File: src/design/f2i8_pkg.sv
// package: types, constants and the leading-zero count of the int8 quantiser
`default_nettype none
package f2i8_pkg;
    localparam int unsigned DATA_W = 32;
    localparam int unsigned PROD_W = 48;
    localparam int unsigned LZ_W = 6;
    localparam int unsigned EXP_W = 10;
    localparam logic [DATA_W-1:0] INV_SCALE_RESET = 32'h3F80_0000;
    localparam logic [1:0] ADDR_INV_SCALE = 2'd0;

    typedef struct packed {
        logic nan;
        logic inf;
        logic zero;
        logic sign;
    } cls_t;

    function automatic logic [LZ_W-1:0] lead_zeros(input logic [PROD_W-1:0] v);
        logic [LZ_W-1:0] lz;
        lz = '0;
        for (int i = 0; i < PROD_W; i++) begin
            if (v[i]) begin
                lz = LZ_W'(PROD_W - 1 - i);
            end
        end
        return lz;
    endfunction
endpackage
`default_nettype wire

File: src/design/f2i8_round.sv
// final rounding: single-precision rounding, clamp and integer round-half-even
`default_nettype none
module f2i8_round (
    input  wire logic [f2i8_pkg::PROD_W-1:0]        norm,
    input  wire logic signed [f2i8_pkg::EXP_W-1:0]  msb_exp,
    input  wire f2i8_pkg::cls_t                      cls,
    output logic signed [7:0]                        q
);
    logic        rnd;
    logic [24:0] t;
    logic [3:0]  sh;
    logic [32:0] f;
    logic        up;
    logic [9:0]  qm;
    logic [7:0]  mag;
    logic        big;

    always_comb
    begin
        // round the product to 24 significant bits, ties to even
        rnd = norm[23] & ((|norm[22:0]) | norm[24]);
        t   = {1'b0, norm[47:24]} + {24'd0, rnd};
        sh  = 4'(msb_exp + 10'sd1);
        f   = {8'd0, t} << sh;
        up  = f[23] & ((|f[22:0]) | f[24]);
        qm  = {1'b0, f[32:24]} + {9'd0, up};
        big = (qm > 10'd127);
        mag = qm[7:0];
        if (cls.nan) begin
            q = -8'sd128;
        end else if (cls.inf || msb_exp > 10'sd7) begin
            q = cls.sign ? -8'sd128 : 8'sd127;
        end else if (cls.zero || msb_exp < -10'sd1) begin
            q = 8'sd0;
        end else if (cls.sign) begin
            q = big ? -8'sd128 : 8'(-$signed({1'b0, mag}));
        end else begin
            q = big ? 8'sd127 : $signed(mag);
        end
    end
endmodule
`default_nettype wire

File: src/design/float_to_int8_quantizer_core.sv
// top level: pipelined single-precision to int8 quantiser
//
// one item in and one item out per cycle while the output is not stalled;
// stage one unpacks and multiplies the 24-bit significands, stage two
// finds the leading one of the 48-bit product, stage three normalises it,
// and the output register holds the rounded, clamped byte. the pipeline
// only stalls when the output register is full and result_stall is high;
// bubbles are squeezed out. inverse_scale is written and read over the
// apb-style port at address 0 and resets to 1.0
`default_nettype none
module float_to_int8_quantizer_core #(
    parameter logic [31:0] INV_SCALE_INIT = f2i8_pkg::INV_SCALE_RESET
) (
    input  wire logic               clk,
    input  wire logic               rst_n,
    // configuration
    input  wire logic               psel,
    input  wire logic               penable,
    input  wire logic               pwrite,
    input  wire logic [1:0]         paddr,
    input  wire logic [31:0]        pwdata,
    output logic [31:0]             prdata,
    output logic                    pready,
    // sample channel
    input  wire logic               sample_valid,
    output logic                    sample_stall,
    input  wire logic [31:0]        sample_bits,
    input  wire logic               last_in,
    // result channel
    output logic                    result_valid,
    input  wire logic               result_stall,
    output logic signed [7:0]       quantized,
    output logic                    last_out
);
    localparam int unsigned PW = f2i8_pkg::PROD_W;
    localparam int unsigned EW = f2i8_pkg::EXP_W;

    logic [31:0] inv_scale_reg;

    // stage registers
    logic                 s1_valid_reg, s2_valid_reg, s3_valid_reg, out_valid_reg;
    logic [PW-1:0]        s1_prod_reg, s2_prod_reg, s3_norm_reg;
    logic signed [EW-1:0] s1_exp_reg, s2_exp_reg, s3_msb_reg;
    logic [f2i8_pkg::LZ_W-1:0] s2_lz_reg;
    f2i8_pkg::cls_t       s1_cls_reg, s2_cls_reg, s3_cls_reg;
    logic                 s1_last_reg, s2_last_reg, s3_last_reg, out_last_reg;
    logic signed [7:0]    out_q_reg;

    logic en_out, en3, en2, en1;

    // unpack
    logic [7:0]  ex, es;
    logic [22:0] fx, fs;
    logic [23:0] mx, ms;
    logic        x_nan, s_nan, x_inf, s_inf, x_zero, s_zero;
    f2i8_pkg::cls_t cls_next;
    logic signed [EW-1:0] exp_next, msb_next;
    logic signed [7:0] q_next;

    // configuration port
    assign pready = 1'b1;
    assign prdata = (paddr == f2i8_pkg::ADDR_INV_SCALE) ? inv_scale_reg : 32'd0;

    always_ff @(posedge clk or negedge rst_n)
    begin
        if (!rst_n) begin
            inv_scale_reg <= INV_SCALE_INIT;
        end else if (psel && penable && pwrite && paddr == f2i8_pkg::ADDR_INV_SCALE) begin
            inv_scale_reg <= pwdata;
        end
    end

    // each stage loads when empty or when the next one moves on
    assign en_out       = !out_valid_reg || !result_stall;
    assign en3          = !s3_valid_reg || en_out;
    assign en2          = !s2_valid_reg || en3;
    assign en1          = !s1_valid_reg || en2;
    assign sample_stall = !en1;

    always_comb
    begin
        ex = sample_bits[30:23];
        fx = sample_bits[22:0];
        es = inv_scale_reg[30:23];
        fs = inv_scale_reg[22:0];
        mx = {ex != 8'd0, fx};
        ms = {es != 8'd0, fs};
        x_nan  = (ex == 8'hFF) && (fx != 23'd0);
        s_nan  = (es == 8'hFF) && (fs != 23'd0);
        x_inf  = (ex == 8'hFF) && (fx == 23'd0);
        s_inf  = (es == 8'hFF) && (fs == 23'd0);
        x_zero = (mx == 24'd0);
        s_zero = (ms == 24'd0);
        cls_next.nan  = x_nan || s_nan || (x_inf && s_zero) || (s_inf && x_zero);
        cls_next.inf  = x_inf || s_inf;
        cls_next.zero = x_zero || s_zero;
        cls_next.sign = sample_bits[31] ^ inv_scale_reg[31];
        // weight of the product lsb: denormals take the minimum exponent
        exp_next = $signed({2'b0, (ex == 8'd0) ? 8'd1 : ex})
                 + $signed({2'b0, (es == 8'd0) ? 8'd1 : es}) - 10'sd300;
    end

    assign msb_next = 10'sd47 - $signed({4'd0, s2_lz_reg}) + s2_exp_reg;

    always_ff @(posedge clk or negedge rst_n)
    begin
        if (!rst_n) begin
            s1_valid_reg  <= 1'b0;
            s2_valid_reg  <= 1'b0;
            s3_valid_reg  <= 1'b0;
            out_valid_reg <= 1'b0;
        end else begin
            if (en1)    s1_valid_reg  <= sample_valid;
            if (en2)    s2_valid_reg  <= s1_valid_reg;
            if (en3)    s3_valid_reg  <= s2_valid_reg;
            if (en_out) out_valid_reg <= s3_valid_reg;
        end
    end

    // payload, no reset
    always_ff @(posedge clk)
    begin
        if (en1) begin
            s1_prod_reg <= PW'(mx) * PW'(ms);
            s1_exp_reg  <= exp_next;
            s1_cls_reg  <= cls_next;
            s1_last_reg <= last_in;
        end
        if (en2) begin
            s2_prod_reg <= s1_prod_reg;
            s2_lz_reg   <= f2i8_pkg::lead_zeros(s1_prod_reg);
            s2_exp_reg  <= s1_exp_reg;
            s2_cls_reg  <= s1_cls_reg;
            s2_last_reg <= s1_last_reg;
        end
        if (en3) begin
            s3_norm_reg <= s2_prod_reg << s2_lz_reg;
            s3_msb_reg  <= msb_next;
            s3_cls_reg  <= s2_cls_reg;
            s3_last_reg <= s2_last_reg;
        end
        if (en_out) begin
            out_q_reg    <= q_next;
            out_last_reg <= s3_last_reg;
        end
    end

    f2i8_round u_round (
        .norm    (s3_norm_reg),
        .msb_exp (s3_msb_reg),
        .cls     (s3_cls_reg),
        .q       (q_next)
    );

    assign result_valid = out_valid_reg;
    assign quantized    = out_q_reg;
    assign last_out     = out_last_reg;
endmodule
`default_nettype wire

File: config.mk
export PLATFORM = sky130hd
export DESIGN_NAME = float_to_int8_quantizer_core
export DESIGN_NICKNAME = d
export VERILOG_FILES = /design/src/design/f2i8_pkg.sv /design/src/design/f2i8_round.sv /design/src/design/float_to_int8_quantizer_core.sv
export SDC_FILE = /design/constraint.sdc
export NUM_CORES = 2
export LEC_CHECK = 0
export ABC_AREA = 1
export BUFFER_PORTS_ARGS = -buffer_cell sky130_fd_sc_hd__buf_2
export CAP_MARGIN = 20
export CELL_PAD_IN_SITES_DETAIL_PLACEMENT = 1
export CELL_PAD_IN_SITES_GLOBAL_PLACEMENT = 1
export CORE_MARGIN = 2
export CORE_UTILIZATION = 25
export CTS_BUF_LIST = sky130_fd_sc_hd__clkbuf_8
export DETAILED_ROUTE_END_ITERATION = 8
export PLACE_DENSITY = 0.57
export SYNTH_ARGS = -nofsm -noshare
export SYNTH_HDL_FRONTEND = slang
export SYNTH_SLANG_ARGS = --single-unit
File: constraint.sdc
create_clock -name clk -period 8.8 [get_ports clk]
set_input_delay 0.44 -clock clk [delete_from_list [all_inputs] [get_ports clk]]
set_output_delay 0.44 -clock clk [all_outputs]
set_load 0.05 [all_outputs]
Yosys cells after proc, flatten, opt, wreduce, memory -nomap -nowiden
Cells that the tools add are included.
{ "op_classes": {"add_sub_neg": 8, "n_mul": 1, "order_cmp": 3, "n_eq_ne": 2, "n_shift": 2, "n_mux": 56, "bitwise_logic": 5, "n_reduce_logical": 44} }
{ "ops": {"columns": ["cell", "count"], "rows": [
  ["6-bit 2-to-1 mux", 16],
  ["5-bit 2-to-1 mux", 16],
  ["8-bit 2-to-1 mux", 8],
  ["24-bit zero test", 2],
  ["24-bit by 24-bit multiplier with 48-bit output", 1],
  ["48-bit by 6-bit << shifter with 48-bit output", 1],
  ["23-bit zero test", 2],
  ["23-bit nonzero test", 2],
  ["23-bit OR reduction", 2],
  ["25-bit by 4-bit << shifter with 33-bit output", 1],
  ["32-bit 2-to-1 mux", 1],
  ["4-bit 2-to-1 mux", 8],
  ["32-bit OR reduction", 1],
  ["24-bit by 1-bit adder with 25-bit output", 1],
  ["8-bit equality test (second input constant)", 2],
  ["8-bit zero test", 2],
  ["8-bit nonzero test", 2],
  ["16-bit OR reduction", 1],
  ["3-bit 2-to-1 mux", 4],
  ["1-bit logical OR", 11],
  ["7-bit by 10-bit adder with 10-bit output", 1],
  ["9-bit by 1-bit adder with 10-bit output", 1],
  ["10-bit by 4-bit > comparator with 1-bit output (second input constant)", 1],
  ["10-bit by 7-bit > comparator with 1-bit output (second input constant)", 1],
  ["17 further kinds", 33]
]} }
{ "totals": {"regBits": 240, "in_bits": 74, "out_inout_bits": 44, "word_cells": 155} }

Depth between registers and ports, before layout
{ "depth": {"word_depth": 47, "ltp_mapped": 47, "mapped_depth_nobuf": 47} }

By module
From an unflattened synthesis, not the netlist that was laid out.
{ "unflattened": {"cells_unflattened": 4085, "hier_area_um2": 32930.3} }
{ "by_module_without_submodules": {"columns": ["module", "n_inst", "cells_per_inst", "area_per_inst_um2", "seq_area_each_um2"], "rows": [
  ["float_to_int8_quantizer_core", 1, 3578, 30446.7, 7035.5],
  ["f2i8_round", 1, 507, 2483.6, 0.0]
]} }

Worst setup path before layout
OpenSTA, ideal clock, no wires.
{ "synth_timing": {"kind": "in2reg", "start": "input port sample_bits[7]", "end": "register s1_prod_reg[46], data pin", "setup_ps": 262, "t_arrival_ps": 7208, "required_ps": 8538, "path_slack_ps": 1330, "path_stages": 34, "path_buffers": 2, "cell_sequence": "clkbuf_1 > clkbuf_1 > nand2_1 > fa_1 > fa_1 > inv_1 > fa_1 > ha_1 > inv_1 > fa_1 > inv_1 > fa_1 > inv_1 > fa_1 > inv_1 > ha_1 > a21oi_1 > inv_1 > a31oi_1 > o21bai_1 > a21oi_1 > inv_1 > a21o_1 > a21oi_1 > o21ai_1 > a21boi_1 > o21bai_1 > a21boi_1 > o21ai_1 > a21oi_1 > o21ai_1 > a21boi_1 > o21ai_1 > xor2_1"} }
{ "synth_via": {"elab_chain_cells": 1} }
{ "synth_lines": {"columns": ["item", "line", "source"], "rows": [
  ["start, declared", "float_to_int8_quantizer_core.sv:27", "input wire logic [31:0] sample_bits,"],
  ["24-bit by 24-bit multiplier with 48-bit output", "float_to_int8_quantizer_core.sv:124", "s1_prod_reg <= PW'(mx) * PW'(ms);"],
  ["end signal, assigned", "float_to_int8_quantizer_core.sv:124", null],
  ["end, declared", "float_to_int8_quantizer_core.sv:42", "logic [PW-1:0] s1_prod_reg, s2_prod_reg, s3_norm_reg;"]
]} }
Every way passes these cells.
A chain may end at the register's enable or synchronous reset.

Worst setup path after layout
{ "layout_timing": {"start": "register inv_scale_reg[1]", "end": "register s1_prod_reg[46], data pin"} }
{ "layout_via": {"elab_chain_cells": 1} }
{ "layout_lines": {"columns": ["item", "line", "source"], "rows": [
  ["start, declared", "float_to_int8_quantizer_core.sv:38", "logic [31:0] inv_scale_reg;"],
  ["start signal, assigned", "float_to_int8_quantizer_core.sv:69", "inv_scale_reg <= pwdata;"],
  ["24-bit by 24-bit multiplier with 48-bit output", "float_to_int8_quantizer_core.sv:124", null]
]} }
Every way passes these cells.

==> summary by stage <==
STA
The post-route fraction of the period consumed by the critical path is 0.925. The time the worst path needs with I/O delays and setup is a little over 8000 ps. The actual transition at the worst max-transition pin is approximately 930 ps. The number of endpoints with negative hold slack in the final report is 0. After routing, the total negative slack on setup checks comes to 0 ps.

The top achievable clock speed is ~120 MHz. The setup slack after layout is between 600 and 700 ps. The final setup violation count is 0. The worst slew margin relative to its limit is 0.379.

The number of pins with negative max-slew slack in the final report is 0. The post-route clock skew is 69.7 ps. Setup repair after global routing left no endpoint under its margin.

Die
The placeable core region is between 100000 and 150000 um2. Measured along the y axis, the die boundary spans around 360 um. In this run the core area contains between 100 and 150 standard-cell rows. The starting density of the core is 0.251. The floorplan step set the die width to 364 um. 118 I/O pins were placed.

The floorplan step defined a die boundary enclosing 132000 um2.

Yosys
The proportion of synthesized chip area in sequential cells is 0.217. In the post-synthesis netlist, the biggest area contributors are fa_1, edfxtp_1, nand2_1. Counting every instance in the synthesized netlist gives 3952. The flip-flop and latch count after synthesis is 240. The count of flip-flops with a built-in enable after synthesis is between 200 and 250.

In the synthesized netlist, the cells that appear most often are nand2_1, inv_1, fa_1. The most area-hungry cell type in the Yosys netlist is fa_1. Counting every net in the synthesized netlist gives 4714. The number of different library cells used by synthesis comes to 62. For this run, asynchronously set or reset flops after synthesis account for 0.150. The Yosys step of the flow raised 0 warnings. The average size of a mapped cell is between 8 and 9 um2. For this run, the leading register cell type out of synthesis is edfxtp_1. The share of synthesized area in the top cell type comes to 0.299. The summed instance area of the synthesized netlist is around 32000 um2. nand2_1 is the most common cell in the netlist.

Global routing
The total congestion overflow after global routing is 0. The number of antenna violations at the first check in global routing came to 6. The number of global-route vias before repair was 27856. The first-pass GRT wire length is around 160 mm. The total global-route track usage is 0.156. Entering global routing, the biggest net connects between 70 and 80 pins.

Finish
The sequential standard cell area is 7040 um2. The final instance area is between 30000 and 40000 um2. The combined area of the multi-input logic cells is about 21000 um2. The net count of the finished layout is about 4800. The area growth from synthesis to layout is 11.1%.

Of the cells placed in the final design, the portion with a size suffix greater than 1 is 0.0830. The number of fill cells is about 16000.

Critical path
The peak fanout along the critical path is 11. The endpoint type of the worst setup path is a register. The category of cells accounting for the largest share of critical-path delay is adder cells. The number of stages on the worst setup path is 34.

In this design, the stage delay of the slowest critical-path cell is 530 ps. In this run the critical register-to-register path is launched from inv_scale_reg[1]$_DFFE_PN0P_. Following the worst setup path forward leads to its endpoint at s1_prod_reg[46]$_DFFE_PN_. The worst reg2reg path depth is 34. Counting stages on the worst path, the most repeated cell is inv_1. The worst path required time is about 9200 ps.

The data arrival time of the critical path is roughly 8500 ps. The most critical setup path has its startpoint at inv_scale_reg[1]$_DFFE_PN0P_. The library cell contributing the largest single delay on the critical path is dfrtp_1. The worst register-to-register path ends at s1_prod_reg[46]$_DFFE_PN_. The kind of start point of the critical path is a register.

Together, buffers and inverters on the worst path number 9. The worst setup path category is register to register. The worst reg-to-reg setup slack is between 600 and 700 ps.

Clock tree
The register clock-pin slew on the reported worst setup and hold paths is 60 ps. The tree is rooted in a clkbuf_8. The clock latency on the worst-skew pair is around 700 ps. The number of clock sinks is between 200 and 250. TritonCTS built the clock tree. The H-tree was split into 2 levels. The number of buffers inserted during clock tree synthesis is 47.

The longest clock path from root to sink contains 3 buffers.

Drt
The routed design has roughly 100 mm of wire. The count of TritonRoute iterations in the first routing pass is 5. The via count normalized by instance count is around 4.4. The detailed-route via count is 25190. The met1 wire length is between 40 and 50 mm. In the detailed route, the total length drawn on met2 is 48.1 mm. After the first detailed-routing iteration, the DRC count stood at 1059.

For this run, design rule violations remaining after detail routing come to 0. The remaining antenna violation count after routing is 0. The wire length on met3 is between 4 and 5 mm. The highest layer touched by signal routing is met5. In the final routed layout, each cell accounts on average for between 15 and 20 um.

Min path
The type of the tightest min-delay check is primary input to register.

Placed design
At the placement stage, the worst setup path has a slack of a little under 500 ps. The global placement routability congestion is 0.845. The count of buffers added on input and output ports is 116. After detailed placement, the total cell area comes to 34900 um2.

The HPWL after detailed placement is between 80 and 90 mm.

Status
The run finished with clean final reports.

Run
Across the run, the number of max-cap violations was 0.
## cell usage in the layout (no fill, tap or decap), types with 7 or more instances in the layout
master,count
a21oi_1,131
a31oi_1,17
buf_2,117
buf_4,75
clkbuf_8,47
clkinv_1,11
clkinv_2,11
dfrtp_1,29
dfstp_2,7
dlygate4sd3_1,21
edfxtp_1,204
fa_1,484
ha_1,204
inv_1,888
inv_2,13
mux2i_1,21
nand2_1,1008
nand2_2,10
nand3_1,100
nand3_2,7
nand4_1,24
nor2_1,203
nor2_2,9
nor2_4,9
nor3_1,12
nor4_1,20
o211ai_1,12
o21ai_0,167
o21ai_1,18
or2_2,8
xnor2_1,26
xor2_1,56
## repair_timing
item / in CTS / in global routing
hold buffers: 21 / 0
setup buffers: 0 / 0
hold endpoints to repair: 49 / 0
gates resized for setup: 0 / 0
## logic make-up after synthesis
logic type / Yosys count / share of synthesized area
other cells: 1 / 0.000116
flops: 240 / 0.217
compound gates: 386 / 0.0651
fa+ha+maj: 688 / 0.378
simple gates: 1426 / 0.181
xor+xnor: 83 / 0.0227
mux: 21 / 0.00649
buf+inv: 1107 / 0.129
## worst min-delay path by stage
| stage | depth (start not counted) | start | slack (ps) | endpoint |
|---|---|---|---|---|
| 5_1_grt | 3 | pwdata[12] | 50 | inv_scale_reg[12]$_DFFE_PN0P_ |
| 3_3_place_gp | 0 | s1_cls_reg[1]$_DFFE_PN_ | 400 | s2_cls_reg[1]$_DFFE_PP_ |
| 6_report | 3 | pwdata[11] | 50 | inv_scale_reg[11]$_DFFE_PN0P_ |
| 2_1_floorplan | 0 | rst_n | 140 | inv_scale_reg[0]$_DFFE_PN0P_ |
| 3_5_place_dp | 0 | s1_exp_reg[0]$_DFFE_PN_ | 410 | s2_exp_reg[0]$_DFFE_PP_ |
| 4_1_cts | 3 | pwdata[11] | 4 | inv_scale_reg[11]$_DFFE_PN0P_ |
## metal layers
metal / vias up / GRT usage
met1: 12642 / 0.210
met3: 110 / 0.0245
li1: 12003 / -
met4: 4 / 0.0334
met2: 431 / 0.265
met5: - / 0
## layout make-up
| type | count | area share |
|---|---|---|
| Multi-Input combinational cell | 2605 | 0.589 |
| Sequential cell | 240 | 0.196 |
| Inverter | 893 | 0.0932 |
| Tap cell | 1742 | 0.0606 |
| Timing Repair Buffer | 213 | 0.0378 |
| Clock buffer | 47 | 0.0180 |
| Clock inverter | 36 | 0.00612 |
| Antenna cell | 2 | 0.000139 |
## tightest hold or removal path, stage by stage
cell     delay [ps]
buf_2            80
nor2_1           40
a21oi_1         110
## per-stage QoR
stage                      util  hold slack [ps]  instances
after floorplan               -              144       3952
after global placement    0.270              402       5671
after detailed placement  0.270              406       5671
after CTS                 0.279             4.49       5775
after global routing      0.279             49.6       5778
final                     0.279             46.3       5778
Power is not shown: default switching activity piles up to over one toggle a cycle in this logic, so the estimate is an artifact.
